==> config.mk <==
export PLATFORM = sky130hd
export DESIGN_NAME = c_subset_lexer_flat
export DESIGN_NICKNAME = d
export VERILOG_FILES = /design/src/design/csl_pkg.sv /design/src/design/csl_if.sv /design/src/design/c_subset_lexer.sv /design/src/design/csl_front.sv /design/src/design/csl_queue.sv /design/src/flat_wrapper.sv
export SDC_FILE = /design/constraint.sdc
export NUM_CORES = 2
export LEC_CHECK = 0
export BUFFER_PORTS_ARGS = -buffer_cell sky130_fd_sc_hd__buf_2
export CAP_MARGIN = 20
export CORE_MARGIN = 3
export CORE_UTILIZATION = 40
export CTS_CLUSTER_DIAMETER = 150
export DETAILED_ROUTE_END_ITERATION = 7
export GPL_ROUTABILITY_DRIVEN = 0
export MAX_ROUTING_LAYER = met4
export PLACE_DENSITY_LB_ADDON = 0.3
export SETUP_SLACK_MARGIN = 0.5
export SYNTH_ARGS = -nofsm -noshare
export SYNTH_HDL_FRONTEND = slang
export SYNTH_SLANG_ARGS = --single-unit
==> constraint.sdc <==
create_clock -name clk -period 20.8 [get_ports clk]
set_input_delay 5.2 -clock clk [delete_from_list [all_inputs] [get_ports clk]]
set_output_delay 5.2 -clock clk [all_outputs]
set_load 0.02 [all_outputs]
==> src/design/csl_pkg.sv <==
// Shared types, constants and helpers of the C subset lexer.
package csl_pkg;

	localparam int OFFSET_BITS = 16;
	localparam int OUT_BITS    = 16;
	localparam int WIDE_BITS   = (OFFSET_BITS > OUT_BITS) ? OFFSET_BITS : OUT_BITS;
	localparam int NUM_BITS    = 63;
	localparam int ACC_BITS    = NUM_BITS + 4;
	localparam int KW_NUM      = 5;
	localparam int KW_MAXLEN   = 6;
	localparam int QDEPTH      = 4;
	localparam int QPTR_BITS   = $clog2(QDEPTH);
	localparam int QCNT_BITS   = $clog2(QDEPTH + 1);

	localparam logic [NUM_BITS-1:0] NUM_MAX = {NUM_BITS{1'b1}};
	localparam logic [OUT_BITS-1:0] OUT_MAX = {OUT_BITS{1'b1}};

	localparam logic [3:0] K_OP     = 4'd0;
	localparam logic [3:0] K_IDENT  = 4'd1;
	localparam logic [3:0] K_NUM    = 4'd2;
	localparam logic [3:0] K_RETURN = 4'd3;
	localparam logic [3:0] K_IF     = 4'd4;
	localparam logic [3:0] K_ELSE   = 4'd5;
	localparam logic [3:0] K_WHILE  = 4'd6;
	localparam logic [3:0] K_FOR    = 4'd7;
	localparam logic [3:0] K_EOF    = 4'd8;
	localparam logic [3:0] K_ERR    = 4'd9;

	localparam logic [3:0] KW_KIND [KW_NUM] = '{K_RETURN, K_IF, K_ELSE, K_WHILE, K_FOR};
	localparam logic [2:0] KW_LEN  [KW_NUM] = '{3'd6, 3'd2, 3'd4, 3'd5, 3'd3};
	localparam logic [7:0] KW_TEXT [KW_NUM][KW_MAXLEN] = '{
		'{8'h72, 8'h65, 8'h74, 8'h75, 8'h72, 8'h6e},
		'{8'h69, 8'h66, 8'h00, 8'h00, 8'h00, 8'h00},
		'{8'h65, 8'h6c, 8'h73, 8'h65, 8'h00, 8'h00},
		'{8'h77, 8'h68, 8'h69, 8'h6c, 8'h65, 8'h00},
		'{8'h66, 8'h6f, 8'h72, 8'h00, 8'h00, 8'h00}
	};

	localparam logic [7:0] CH_EQ   = 8'h3d;
	localparam logic [7:0] CH_BANG = 8'h21;
	localparam logic [7:0] CH_LT   = 8'h3c;
	localparam logic [7:0] CH_GT   = 8'h3e;
	localparam logic [7:0] CH_ZERO = 8'h30;

	typedef struct packed {
		logic [3:0]          kind;
		logic [OUT_BITS-1:0] start_offset;
		logic [OUT_BITS-1:0] token_length;
		logic [NUM_BITS-1:0] number_value;
		logic [7:0]          op_first;
		logic [7:0]          op_second;
		logic                last_of_run;
	} token_t;

	typedef struct packed {
		logic [1:0] n;
		token_t     t0;
		token_t     t1;
	} push_t;

	function automatic logic [OUT_BITS-1:0] out_sat(input logic [OFFSET_BITS-1:0] v);
		logic [WIDE_BITS-1:0] w;
		w = WIDE_BITS'(v);
		out_sat = (w > WIDE_BITS'(OUT_MAX)) ? OUT_MAX : w[OUT_BITS-1:0];
	endfunction

endpackage

==> src/design/csl_if.sv <==
// Handshake channels of the lexer: character items in, token items out.
interface csl_in_if import csl_pkg::*; ();
	logic       valid;
	logic       ready;
	logic       action;
	logic [7:0] ch;

	modport source (output valid, action, ch, input ready);
	modport sink (input valid, action, ch, output ready);
endinterface

interface csl_out_if import csl_pkg::*; ();
	logic                valid;
	logic                ready;
	logic [3:0]          kind;
	logic [OUT_BITS-1:0] start_offset;
	logic [OUT_BITS-1:0] token_length;
	logic [NUM_BITS-1:0] number_value;
	logic [7:0]          op_first;
	logic [7:0]          op_second;
	logic                last_of_run;

	modport source (output valid, kind, start_offset, token_length, number_value, op_first,
		op_second, last_of_run, input ready);
	modport sink (input valid, kind, start_offset, token_length, number_value, op_first,
		op_second, last_of_run, output ready);
endinterface

==> src/design/c_subset_lexer.sv <==
// Top level of the C subset lexer: scanner front end feeding the token queue.
//
//   channel  dir  payload                                        handshake
//   chars    in   action, ch                                     valid/ready
//   tokens   out  kind, start_offset, token_length,               valid/ready
//                 number_value, op_first, op_second, last_of_run
//
// One character item per cycle while chars.ready is high; the scanner state is registered per item.
// Each item yields zero to two tokens; the output drains one token per cycle while tokens.ready is high.
// chars.ready drops while the four-entry token queue has fewer than two free slots.
// Tokens pass through the queue memory and then the output register before they reach the output.
// Reset returns the scanner to idle and empties the queue; no clearing pass.
module c_subset_lexer import csl_pkg::*; (
	input  logic      clk,
	input  logic      arst_n,
	csl_in_if.sink    chars,
	csl_out_if.source tokens
);

	push_t push;
	logic  space_ok;

	csl_front u_front (
		.clk      (clk),
		.arst_n   (arst_n),
		.chars    (chars),
		.space_ok (space_ok),
		.push     (push)
	);

	csl_queue u_queue (
		.clk      (clk),
		.arst_n   (arst_n),
		.push     (push),
		.space_ok (space_ok),
		.tokens   (tokens)
	);

endmodule

==> src/design/csl_front.sv <==
// Lexer front end: scan state per character, builds up to two tokens per item.
module csl_front import csl_pkg::*; (
	input  logic         clk,
	input  logic         arst_n,
	csl_in_if.sink       chars,
	input  logic         space_ok,
	output push_t        push
);

	typedef enum logic [3:0] {
		M_IDLE = 4'b0001,
		M_WORD = 4'b0010,
		M_NUM  = 4'b0100,
		M_OP   = 4'b1000
	} mode_t;

	mode_t                  mode_q, mode_d;
	logic [7:0]             held_q, held_d;
	logic [OFFSET_BITS-1:0] start_q, start_d;
	logic [OFFSET_BITS-1:0] count_q, count_d;
	logic [NUM_BITS-1:0]    acc_q, acc_d;
	logic [KW_NUM-1:0]      cand_q, cand_d;
	logic [OFFSET_BITS-1:0] pos_q, pos_d;
	logic                   discard_q, discard_d;

	logic       accept;
	logic [7:0] c;
	logic       a_v, b_v, go;
	token_t     a_tok, b_tok;
	logic [ACC_BITS-1:0] acc_wide;

	function automatic logic is_lower(input logic [7:0] x);
		is_lower = (x >= 8'h61) && (x <= 8'h7a);
	endfunction

	function automatic logic is_digit(input logic [7:0] x);
		is_digit = (x >= 8'h30) && (x <= 8'h39);
	endfunction

	function automatic logic is_space(input logic [7:0] x);
		is_space = (x == 8'h20) || ((x >= 8'h09) && (x <= 8'h0d));
	endfunction

	function automatic logic is_alnum_us(input logic [7:0] x);
		is_alnum_us = is_lower(x) || ((x >= 8'h41) && (x <= 8'h5a)) || is_digit(x) ||
			(x == 8'h5f);
	endfunction

	function automatic logic is_plain_op(input logic [7:0] x);
		is_plain_op = (x == 8'h2b) || (x == 8'h2d) || (x == 8'h2a) || (x == 8'h2f) ||
			(x == 8'h28) || (x == 8'h29) || (x == 8'h3b) || (x == 8'h7b) || (x == 8'h7d);
	endfunction

	function automatic logic [OFFSET_BITS-1:0] sat_inc(input logic [OFFSET_BITS-1:0] v);
		sat_inc = (v == {OFFSET_BITS{1'b1}}) ? v : v + 1'b1;
	endfunction

	function automatic logic [KW_NUM-1:0] cand_step(input logic [KW_NUM-1:0] cand,
		input logic [OFFSET_BITS-1:0] cnt, input logic [7:0] x);
		logic [KW_NUM-1:0] r;
		r = '0;
		for (int i = 0; i < KW_NUM; i++) begin
			r[i] = cand[i] && (cnt < OFFSET_BITS'(KW_LEN[i])) &&
				(KW_TEXT[i][cnt[2:0]] == x);
		end
		cand_step = r;
	endfunction

	function automatic token_t mk_tok(input logic [3:0] kind, input logic [OUT_BITS-1:0] st,
		input logic [OUT_BITS-1:0] len, input logic [NUM_BITS-1:0] val,
		input logic [7:0] op1, input logic [7:0] op2);
		token_t t;
		t.kind         = kind;
		t.start_offset = st;
		t.token_length = len;
		t.number_value = val;
		t.op_first     = op1;
		t.op_second    = op2;
		t.last_of_run  = 1'b0;
		mk_tok = t;
	endfunction

	function automatic token_t word_tok(input logic [KW_NUM-1:0] cand,
		input logic [OFFSET_BITS-1:0] cnt, input logic [OFFSET_BITS-1:0] st,
		input logic next_alnum);
		logic [3:0] kind;
		kind = K_IDENT;
		if (!next_alnum) begin
			for (int i = 0; i < KW_NUM; i++) begin
				if (cand[i] && (cnt == OFFSET_BITS'(KW_LEN[i]))) begin
					kind = KW_KIND[i];
				end
			end
		end
		word_tok = mk_tok(kind, out_sat(st), out_sat(cnt), '0, 8'h00, 8'h00);
	endfunction

	assign c           = chars.ch;
	assign chars.ready = space_ok;
	assign accept      = chars.valid && space_ok;
	assign acc_wide    = (ACC_BITS'(acc_q) << 3) + (ACC_BITS'(acc_q) << 1) +
		ACC_BITS'(c - CH_ZERO);

	always_comb begin
		mode_d    = mode_q;
		held_d    = held_q;
		start_d   = start_q;
		count_d   = count_q;
		acc_d     = acc_q;
		cand_d    = cand_q;
		pos_d     = pos_q;
		discard_d = discard_q;
		a_v       = 1'b0;
		a_tok     = '0;
		b_v       = 1'b0;
		b_tok     = '0;
		go        = 1'b0;
		if (chars.action) begin
			if (!discard_q) begin
				case (mode_q)
					M_WORD: begin
						a_v   = 1'b1;
						a_tok = word_tok(cand_q, count_q, start_q, 1'b0);
					end
					M_NUM: begin
						a_v   = 1'b1;
						a_tok = mk_tok(K_NUM, out_sat(start_q), '0, acc_q, 8'h00, 8'h00);
					end
					M_OP: begin
						a_v = 1'b1;
						if (held_q == CH_BANG) begin
							a_tok = mk_tok(K_ERR, out_sat(start_q), OUT_BITS'(1), '0, 8'h00,
								8'h00);
						end else begin
							a_tok = mk_tok(K_OP, out_sat(start_q), OUT_BITS'(1), '0, held_q,
								8'h00);
						end
					end
					default: ;
				endcase
			end
			b_v       = 1'b1;
			b_tok     = mk_tok(K_EOF, out_sat(pos_q), '0, '0, 8'h00, 8'h00);
			mode_d    = M_IDLE;
			held_d    = '0;
			start_d   = '0;
			count_d   = '0;
			acc_d     = '0;
			cand_d    = '1;
			pos_d     = '0;
			discard_d = 1'b0;
		end else if (discard_q) begin
			pos_d = sat_inc(pos_q);
		end else begin
			go = 1'b1;
			case (mode_q)
				M_WORD: begin
					if (is_lower(c)) begin
						go      = 1'b0;
						cand_d  = cand_step(cand_q, count_q, c);
						count_d = sat_inc(count_q);
					end else begin
						a_v    = 1'b1;
						a_tok  = word_tok(cand_q, count_q, start_q, is_alnum_us(c));
						mode_d = M_IDLE;
					end
				end
				M_NUM: begin
					if (is_digit(c)) begin
						go    = 1'b0;
						acc_d = (acc_wide > ACC_BITS'(NUM_MAX)) ? NUM_MAX :
							acc_wide[NUM_BITS-1:0];
					end else begin
						a_v    = 1'b1;
						a_tok  = mk_tok(K_NUM, out_sat(start_q), '0, acc_q, 8'h00, 8'h00);
						mode_d = M_IDLE;
					end
				end
				M_OP: begin
					mode_d = M_IDLE;
					a_v    = 1'b1;
					if (c == CH_EQ) begin
						go    = 1'b0;
						a_tok = mk_tok(K_OP, out_sat(start_q), OUT_BITS'(2), '0, held_q, CH_EQ);
					end else if (held_q == CH_BANG) begin
						go        = 1'b0;
						discard_d = 1'b1;
						a_tok     = mk_tok(K_ERR, out_sat(start_q), OUT_BITS'(1), '0, 8'h00,
							8'h00);
					end else begin
						a_tok = mk_tok(K_OP, out_sat(start_q), OUT_BITS'(1), '0, held_q, 8'h00);
					end
				end
				default: ;
			endcase
			if (go && !is_space(c)) begin
				if (is_lower(c)) begin
					mode_d  = M_WORD;
					start_d = pos_q;
					cand_d  = cand_step('1, '0, c);
					count_d = OFFSET_BITS'(1);
				end else if (is_digit(c)) begin
					mode_d  = M_NUM;
					start_d = pos_q;
					acc_d   = NUM_BITS'(c - CH_ZERO);
				end else if ((c == CH_EQ) || (c == CH_LT) || (c == CH_GT) || (c == CH_BANG)) begin
					mode_d  = M_OP;
					held_d  = c;
					start_d = pos_q;
				end else if (is_plain_op(c)) begin
					b_v   = 1'b1;
					b_tok = mk_tok(K_OP, out_sat(pos_q), OUT_BITS'(1), '0, c, 8'h00);
				end else begin
					b_v       = 1'b1;
					b_tok     = mk_tok(K_ERR, out_sat(pos_q), OUT_BITS'(1), '0, 8'h00, 8'h00);
					discard_d = 1'b1;
				end
			end
			pos_d = sat_inc(pos_q);
		end
	end

	always_comb begin
		push.n  = accept ? (2'(a_v) + 2'(b_v)) : 2'd0;
		push.t0 = a_v ? a_tok : b_tok;
		push.t1 = b_tok;
		if (a_v && b_v) begin
			push.t1.last_of_run = 1'b1;
		end else begin
			push.t0.last_of_run = 1'b1;
		end
	end

	always_ff @(posedge clk or negedge arst_n) begin
		if (!arst_n) begin
			mode_q    <= M_IDLE;
			held_q    <= '0;
			start_q   <= '0;
			count_q   <= '0;
			acc_q     <= '0;
			cand_q    <= '1;
			pos_q     <= '0;
			discard_q <= 1'b0;
		end else if (accept) begin
			mode_q    <= mode_d;
			held_q    <= held_d;
			start_q   <= start_d;
			count_q   <= count_d;
			acc_q     <= acc_d;
			cand_q    <= cand_d;
			pos_q     <= pos_d;
			discard_q <= discard_d;
		end
	end

endmodule

==> src/design/csl_queue.sv <==
// Token queue and output register: takes up to two tokens per cycle, emits one per cycle while tokens.ready is high.
module csl_queue import csl_pkg::*; (
	input  logic          clk,
	input  logic          arst_n,
	input  push_t         push,
	output logic          space_ok,
	csl_out_if.source     tokens
);

	token_t                 mem_q [QDEPTH];
	logic [QPTR_BITS-1:0]   wr_q, rd_q;
	logic [QCNT_BITS-1:0]   cnt_q;
	logic                   pop;
	logic                   out_valid_q;
	token_t                 out_q;

	assign space_ok = cnt_q <= QCNT_BITS'(QDEPTH - 2);
	assign pop      = (cnt_q != '0) && (!out_valid_q || tokens.ready);

	always_ff @(posedge clk) begin
		if (push.n != 2'd0) begin
			mem_q[wr_q] <= push.t0;
		end
		if (push.n == 2'd2) begin
			mem_q[wr_q + 1'b1] <= push.t1;
		end
		if (pop) begin
			out_q <= mem_q[rd_q];
		end
	end

	always_ff @(posedge clk or negedge arst_n) begin
		if (!arst_n) begin
			wr_q        <= '0;
			rd_q        <= '0;
			cnt_q       <= '0;
			out_valid_q <= 1'b0;
		end else begin
			wr_q  <= wr_q + QPTR_BITS'(push.n);
			rd_q  <= rd_q + QPTR_BITS'(pop);
			cnt_q <= cnt_q + QCNT_BITS'(push.n) - QCNT_BITS'(pop);
			if (pop) begin
				out_valid_q <= 1'b1;
			end else if (tokens.ready) begin
				out_valid_q <= 1'b0;
			end
		end
	end

	assign tokens.valid        = out_valid_q;
	assign tokens.kind         = out_q.kind;
	assign tokens.start_offset = out_q.start_offset;
	assign tokens.token_length = out_q.token_length;
	assign tokens.number_value = out_q.number_value;
	assign tokens.op_first     = out_q.op_first;
	assign tokens.op_second    = out_q.op_second;
	assign tokens.last_of_run  = out_q.last_of_run;

endmodule

==> src/flat_wrapper.sv <==
// flat-port wrapper written by rule: the top's interface ports become plain ports
module c_subset_lexer_flat import csl_pkg::*;
  (clk, arst_n, chars_valid, chars_action, chars_ch, chars_ready, tokens_valid, tokens_kind, tokens_start_offset, tokens_token_length, tokens_number_value, tokens_op_first, tokens_op_second, tokens_last_of_run, tokens_ready);
  csl_in_if chars_i ();
  csl_out_if tokens_i ();
  input  logic clk;
  input  logic arst_n;
  input wire logic [$bits(chars_i.valid)-1:0] chars_valid;
  input wire logic [$bits(chars_i.action)-1:0] chars_action;
  input wire logic [$bits(chars_i.ch)-1:0] chars_ch;
  output wire logic [$bits(chars_i.ready)-1:0] chars_ready;
  output wire logic [$bits(tokens_i.valid)-1:0] tokens_valid;
  output wire logic [$bits(tokens_i.kind)-1:0] tokens_kind;
  output wire logic [$bits(tokens_i.start_offset)-1:0] tokens_start_offset;
  output wire logic [$bits(tokens_i.token_length)-1:0] tokens_token_length;
  output wire logic [$bits(tokens_i.number_value)-1:0] tokens_number_value;
  output wire logic [$bits(tokens_i.op_first)-1:0] tokens_op_first;
  output wire logic [$bits(tokens_i.op_second)-1:0] tokens_op_second;
  output wire logic [$bits(tokens_i.last_of_run)-1:0] tokens_last_of_run;
  input wire logic [$bits(tokens_i.ready)-1:0] tokens_ready;
  assign chars_i.valid = chars_valid;
  assign chars_i.action = chars_action;
  assign chars_i.ch = chars_ch;
  assign chars_ready = chars_i.ready;
  assign tokens_valid = tokens_i.valid;
  assign tokens_kind = tokens_i.kind;
  assign tokens_start_offset = tokens_i.start_offset;
  assign tokens_token_length = tokens_i.token_length;
  assign tokens_number_value = tokens_i.number_value;
  assign tokens_op_first = tokens_i.op_first;
  assign tokens_op_second = tokens_i.op_second;
  assign tokens_last_of_run = tokens_i.last_of_run;
  assign tokens_i.ready = tokens_ready;
  c_subset_lexer u_core (.clk(clk), .arst_n(arst_n), .chars(chars_i), .tokens(tokens_i));
endmodule
* Word-level counts from Yosys, hierarchy flattened *
Memories as Yosys holds them, arrays and structs flattened. A register that Yosys moved wholly into a read port is not among the register bits.
Index checks and enable logic that the tools add are counted.

word-level totals
  flip-flop bits (word level) = 137
  bits in writable memories = 464
  memory bits (read-only) = 320
  logic and storage cells = 260
  memories = 6

operators by class
  add/sub/neg operators = 12
  order comparisons = 19
  eq/ne operators = 41
  multiplexer cells = 117
  bitwise logic cells = 1
  reductions and logical operators = 52

memory list
  name                  words  bits a word  read ports  clocked after memory_dff  write ports  RTL line         source
  u_core.u_queue.mem_q  4      116          1           1                         2            csl_queue.sv:10  token_t mem_q [QDEPTH];
  (name not given)      8      8            1           0                         0            csl_front.sv:64  (KW_TEXT[i][cnt[2:0]] == x);
  (name not given)      8      8            1           0                         0            csl_front.sv:64
  (name not given)      8      8            1           0                         0            csl_front.sv:64
  (name not given)      8      8            1           0                         0            csl_front.sv:64
  (name not given)      8      8            1           0                         0            csl_front.sv:64

operators with widths
  cell                                                             count
  two-way mux 116 bit                                              14
  case mux 116 bit (3 select lines)                                2
  two-way mux 63 bit                                               8
  two-way mux 16 bit                                               18
  two-way mux 8 bit                                                16
  two-way mux 114 bit                                              1
  equality test 8 x 6 -> 1 bit, second input constant              13
  adder 66 x 64 -> 67 bit                                          1
  adder 67 bit                                                     1
  greater-than comparator 67 x 63 -> 1 bit, second input constant  1
  two-way mux 4 bit                                                13
  equality test 16 x 3 -> 1 bit, second input constant             3
  greater-than comparator 16 bit, second input constant            3
  < comparator 16 x 3 -> 1 bit, second input constant              3
  equality test 7 x 8 -> 1 bit, first input constant               5
  equality test 8 bit                                              5
  two-way mux 1 bit                                                34
  adder 16 x 1 -> 16 bit, second input constant                    2
  equality test 16 bit, second input constant                      2
  equality test 16 x 2 -> 1 bit, second input constant             2
  < comparator 16 x 2 -> 1 bit, second input constant              2
  two-way mux 5 bit                                                6
  equality test 8 x 7 -> 1 bit, second input constant              3
  logical AND 1 bit                                                23
  33 further kinds                                                 61

* Logic depth before layout (Yosys ltp) *
  word-level depth = 18
  mapped depth = 21

* Hierarchy *
A second synthesis with hierarchy kept.

unflattened totals
  cells, all modules = 3137
  area, all modules = 41265.8 µm²

by module, submodules not included
  module     times used  cells each  area an instance (µm²)  seq. area each (µm²)
  csl_queue  1           1280        26138.8                 17616.9
  csl_front  1           1857        15127.0                 3235.6

* Least setup slack after synthesis *
Ideal clock, no wire load.

  path type = input port to flip-flop
  from = input port chars_ch[4]
  to = register u_core.u_front.acc_q[20]
  arrival = 12976 ps
  required time = 20674 ps
  slack = 7698 ps
  stages = 18
  cells stage by stage = ha_1 clkbuf_1 nor2_1 fa_1 ha_1 buf_2 nand4_1 or4_4 or4_1 or2_1 a311oi_2 o31a_1 o22ai_1 or4_1 buf_2 and2_4 buf_6 a221o_1

between the ends
  cells in the longest elaborated chain, start to end = 11
  elaborated cells between the ends (all ways) = 32
  classes of those cells = add/sub: 3; order compare: 7; eq/ne: 2; mux: 14; reduce/logical: 6

ends and longest elaborated chain
  element                                   RTL line                            source
  start, declared                           flat_wrapper.sv:10                  input wire logic [$bits(chars_i.ch)-1:0] chars_ch;
  subtractor 8 x 6 -> 9 bit                 csl_front.sv:102, csl_front.sv:205
  adder 67 bit                              csl_front.sv:101                    assign acc_wide = (ACC_BITS'(acc_q) << 3) + (ACC_BITS'(acc_q) << 1) +
  greater-than comparator 67 x 63 -> 1 bit  csl_front.sv:171                    acc_d = (acc_wide > ACC_BITS'(NUM_MAX)) ? NUM_MAX :
  two-way mux 63 bit                        csl_front.sv:171
  two-way mux 63 bit                        csl_front.sv:169                    if (is_digit(c)) begin
  two-way mux 63 bit                        csl_front.sv:156                    case (mode_q)
  two-way mux 63 bit                        csl_front.sv:202                    end else if (is_digit(c)) begin
  two-way mux 63 bit                        csl_front.sv:197                    if (is_lower(c)) begin
  two-way mux 63 bit *                      csl_front.sv:196                    if (go && !is_space(c)) begin
  two-way mux 63 bit *                      csl_front.sv:152                    end else if (discard_q) begin
  two-way mux 63 bit *                      csl_front.sv:118                    if (chars.action) begin
  end signal, assigned                      csl_front.sv:240                    acc_q <= '0;
  end signal, assigned                      csl_front.sv:249                    acc_q <= acc_d;
  end, declared                             csl_front.sv:21                     logic [NUM_BITS-1:0] acc_q, acc_d;

Every way passes the cells marked *; elsewhere a longest branch is shown, timed or not. The select of a mux whose other input is x is not followed.
A chain may end at the register's enable or synchronous reset.

* Worst setup path in the final report *
Same ends and word-level chain as after synthesis.

==> results_dict.tcl <==
set metrics [dict create \
    outcome "finished clean" \
    syn_area_mm2 0.0337 \
    grt_pass1_wl_um 145000 \
    nets 3476 \
    worstSetupPathType "in2reg" \
    setup_violations 0 \
    post-route-period-util_pct 53.4 \
    cp-start-kind "input pin" \
    power_frac_comb_pct 29.9 \
    p_per_area_mw_per_mm2 116 \
    dp_worst_setup_slack_ns 9.09 \
    hpwl_um 57900 \
    end_kind "flop" \
    seq_power_share_pct 39.2 \
    cts_buffer_depth 3 \
    antenna_found_initial 6 \
    die_area_mm2 0.0877 \
    post_drt_wl_per_cell_um 20.5 \
    required_ns 21.31 \
    yosys_warnings 0 \
    arrival_ns 11.61 \
    ys_types 76 \
    clkTransAtPathRegs_ns 0.06 \
    h-tree-depth 3 \
    synth_edf_count 221 \
    core_mm2 0.0828 \
    io_buffer_count 127 \
    fin_crit_ns 11.10 \
    overflow 0 \
    antenna_left 0 \
    power_switching_mw 1.57 \
    rows 105 \
    cts_tree "done" \
    first_iter_violations 2287 \
    syn2layout_area_growth_pct 12.0 \
    start_util_pct 40.7 \
    seq_area_mm2 0.0166 \
    synth_seq_cells 682 \
    vdd_drop_max_uv 88.9 \
    postCtsSetupRepairBufs 0 \
    fin_skew_ns 0.0211 \
    cp_max_fo 35 \
    dr.pass1.iters 6 \
    synth-async-reset-ratio_pct 20.1 \
    pwr-share-clk_pct 30.9 \
    vias 25774 \
    clock-sinks 682 \
    io_pins 131 \
    worstMarginPinSlew_ns 1.19 \
    die-width_um 296 \
    p_leak_nw 14.1 \
    rsz0062_at_grt "false" \
    multi_input_area_mm2 0.0160 \
    numCtsBuffers 75 \
    internal_power_mw 2.79 \
    p_sw_share_pct 35.9 \
    grt_pass1_vias 25110 \
    groute.usage.overall_pct 21.4 \
    cap_viol_max_count 0 \
    die_y_um 296 \
    setup_slack_ns 9.70 \
    grt_max_degree 82 \
    fmax_ghz 0.0901 \
    cts_root_buf "clkbuf_16" \
    clk_latency_ns 0.62 \
    syn_inst 3300 \
    final_max_slew_viol_count 0 \
    regToRegSetupSlack_ns 14.85 \
    tns_ns 0 \
    syn_avg_cell_area_um2 10.2 \
    min_path_type "reg2reg" \
    seq_area_frac_synth_pct 49.2 \
    max_slew_margin_pct 21.0 \
    hold_violations 0 \
    synth_ff_type "dfxtp_1" \
    drc 0 \
    hold_buffers 0 \
    cts_resized 0 \
    routed_via_density 5.79 \
    layout-drive-gt1-share_pct 13.4 \
    wl_um 91200 \
    fillers 7781 \
]
## layout make-up
class / instances / share of cell area, %
antenna: 7 / 0.0464
clock buffer: 95 / 5.59
clock inverter: 45 / 1.07
inverter: 78 / 0.776
multi-input combinational: 2298 / 42.3
sequential: 682 / 43.9
tap: 1070 / 3.55
timing repair buffer: 177 / 2.72
## cells in the final DEF (no fill, tap or decap), drive strengths merged, types with 15 or more instances in the layout
cell,Yosys,routed
a211oi,16,16
a21o,25,25
a21oi,160,160
a22o,34,34
a31oi,17,17
a32o,64,64
and3,16,16
buf,50,177
clkbuf,194,95
clkinv,0,31
dfrtp,131,131
dfxtp,324,324
edfxtp,221,221
fa,63,63
ha,88,88
inv,78,81
mux4,109,109
nand2,567,567
nand2b,17,17
nand3,45,45
nand4,38,38
nor2,127,127
nor2b,15,15
nor3,41,41
o21ai,493,493
o22ai,40,40
o31ai,43,43
xnor2,40,40
xor2,47,47
## per-stage QoR
step / hold WS, ns / cell area (um2) / power, mW / std cells / util [%]
2_1_floorplan: 0.420 / 33700 / 2.65 / 3302 / -
3_3_place_gp: 0.428 / 35200 / 3.03 / 4303 / 42.5
3_5_place_dp: 0.437 / 35200 / 3.04 / 4303 / 42.5
4_1_cts: 0.450 / 37700 / 4.40 / 4443 / 45.5
5_1_grt: 0.470 / 37700 / 4.60 / 4451 / 45.6
6_report: 0.446 / 37700 / 4.36 / 4452 / 45.6
## power by group through the flow
stage / sequential [mW] / clock (mW) / combinational (mW)
floorplan: 1.75 / 0 / 0.898
global placement: 1.74 / 0 / 1.29
detailed placement: 1.74 / 0 / 1.30
CTS: 1.71 / 1.38 / 1.31
global route: 1.73 / 1.43 / 1.43
finish: 1.71 / 1.35 / 1.30
## worst max-delay path: stages
cell and delay, ns:
buf_2 0.24, ha_1 0.40, nor2_4 0.15, buf_4 0.48
buf_4 0.50, fa_1 0.50, ha_1 0.47, nand4_1 0.20
or4_4 0.52, or4_1 0.42, or2_1 0.26, a311oi_2 0.36
o31a_1 0.18, o22ai_1 0.09, or3_2 0.83, o21a_1 0.40
a221o_1 0.36
## registers in the layout (all words and copies together) (netlist names), 2 cells and up
| name | cells |
|---|---|
| u_core.u_queue.tokens.token_length | 16 |
| u_core.u_queue.tokens.kind | 4 |
| u_core.u_front.pos_q | 16 |
| u_core.u_front.held_q | 8 |
| u_core.u_queue.mem_q | 436 |
| u_core.u_front.count_q | 16 |
| u_core.u_queue.tokens.start_offset | 16 |
| u_core.u_queue.tokens.number_value | 63 |
| u_core.u_queue.wr_q | 2 |
| u_core.u_front.mode_q | 4 |
| u_core.u_front.acc_q | 63 |
| u_core.u_queue.rd_q | 2 |
| u_core.u_front.cand_q | 5 |
| u_core.u_queue.tokens.op_first | 8 |
| u_core.u_front.start_q | 16 |
| u_core.u_queue.cnt_q | 3 |
## cell families after synthesis
group / synth area share, %
AO/OA/AOI/OAI: 18.1
AND/OR/NAND/NOR: 12.2
flip-flops: 49.2
buffers and inverters: 3.73
adder cells (fa/ha/maj): 7.02
multiplexers: 7.45
XOR/XNOR: 2.26
other: 0.0111
## cell usage after synthesis (all sizes together) (6+ instances only)
| master | n | area share, % |
|---|---|---|
| nand2 | 567 | 6.3 |
| o21ai | 493 | 7.3 |
| dfxtp | 324 | 19 |
| edfxtp | 221 | 20 |
| clkbuf | 194 | 2.2 |
| a21oi | 160 | 2.4 |
| dfrtp | 131 | 9.7 |
| nor2 | 127 | 1.4 |
| mux4 | 109 | 7.3 |
| ha | 88 | 3.3 |
| inv | 78 | 0.87 |
| a32o | 64 | 1.9 |
| fa | 63 | 3.7 |
| buf | 50 | 0.70 |
| xor2 | 47 | 1.2 |
| nand3 | 45 | 0.67 |
| o31ai | 43 | 0.96 |
| nor3 | 41 | 0.61 |
| o22ai | 40 | 0.74 |
| xnor2 | 40 | 1.0 |
| nand4 | 38 | 0.71 |
| a22o | 34 | 0.88 |
| a21o | 25 | 0.56 |
| a31oi | 17 | 0.32 |
| nand2b | 17 | 0.32 |
| a211oi | 16 | 0.36 |
| and3 | 16 | 0.30 |
| nor2b | 15 | 0.28 |
| nor4 | 14 | 0.26 |
| or2 | 14 | 0.26 |
| o211ai | 13 | 0.29 |
| and2 | 12 | 0.23 |
| a211o | 11 | 0.29 |
| o21a | 11 | 0.25 |
| or3 | 11 | 0.20 |
| a22oi | 9 | 0.20 |
| nor3b | 7 | 0.16 |
| dfstp | 6 | 0.47 |
| o221ai | 6 | 0.16 |
## metal layers
metal | vias up | GRT usage, % | part of all wire, %
met2 | 770 | 34.6 | 48
met1 | 12756 | 28.4 | 44
met5 | - | - | 0
met4 | 0 | 5.72 | 2.2
li1 | 12108 | - | -
met3 | 140 | 2.97 | 5.7
## worst paths after layout
check	from	endpoint	cells past startpoint
worst max-delay path	chars_ch[4]	u_core.u_front.acc_q[20]	17
worst min-delay path	u_core.u_queue.mem_q[2][56]	u_core.u_queue.mem_q[2][56]	2
worst max register to register	u_core.u_front.acc_q[2]	u_core.u_front.acc_q[51]	16
worst min register to register	u_core.u_queue.mem_q[2][56]	u_core.u_queue.mem_q[2][56]	2
max in group asynchronous	arst_n	u_core.u_queue.rd_q[0]	2
min in group asynchronous	arst_n	u_core.u_front.acc_q[45]	1
Note: power is estimated with default switching activity, not from simulation.
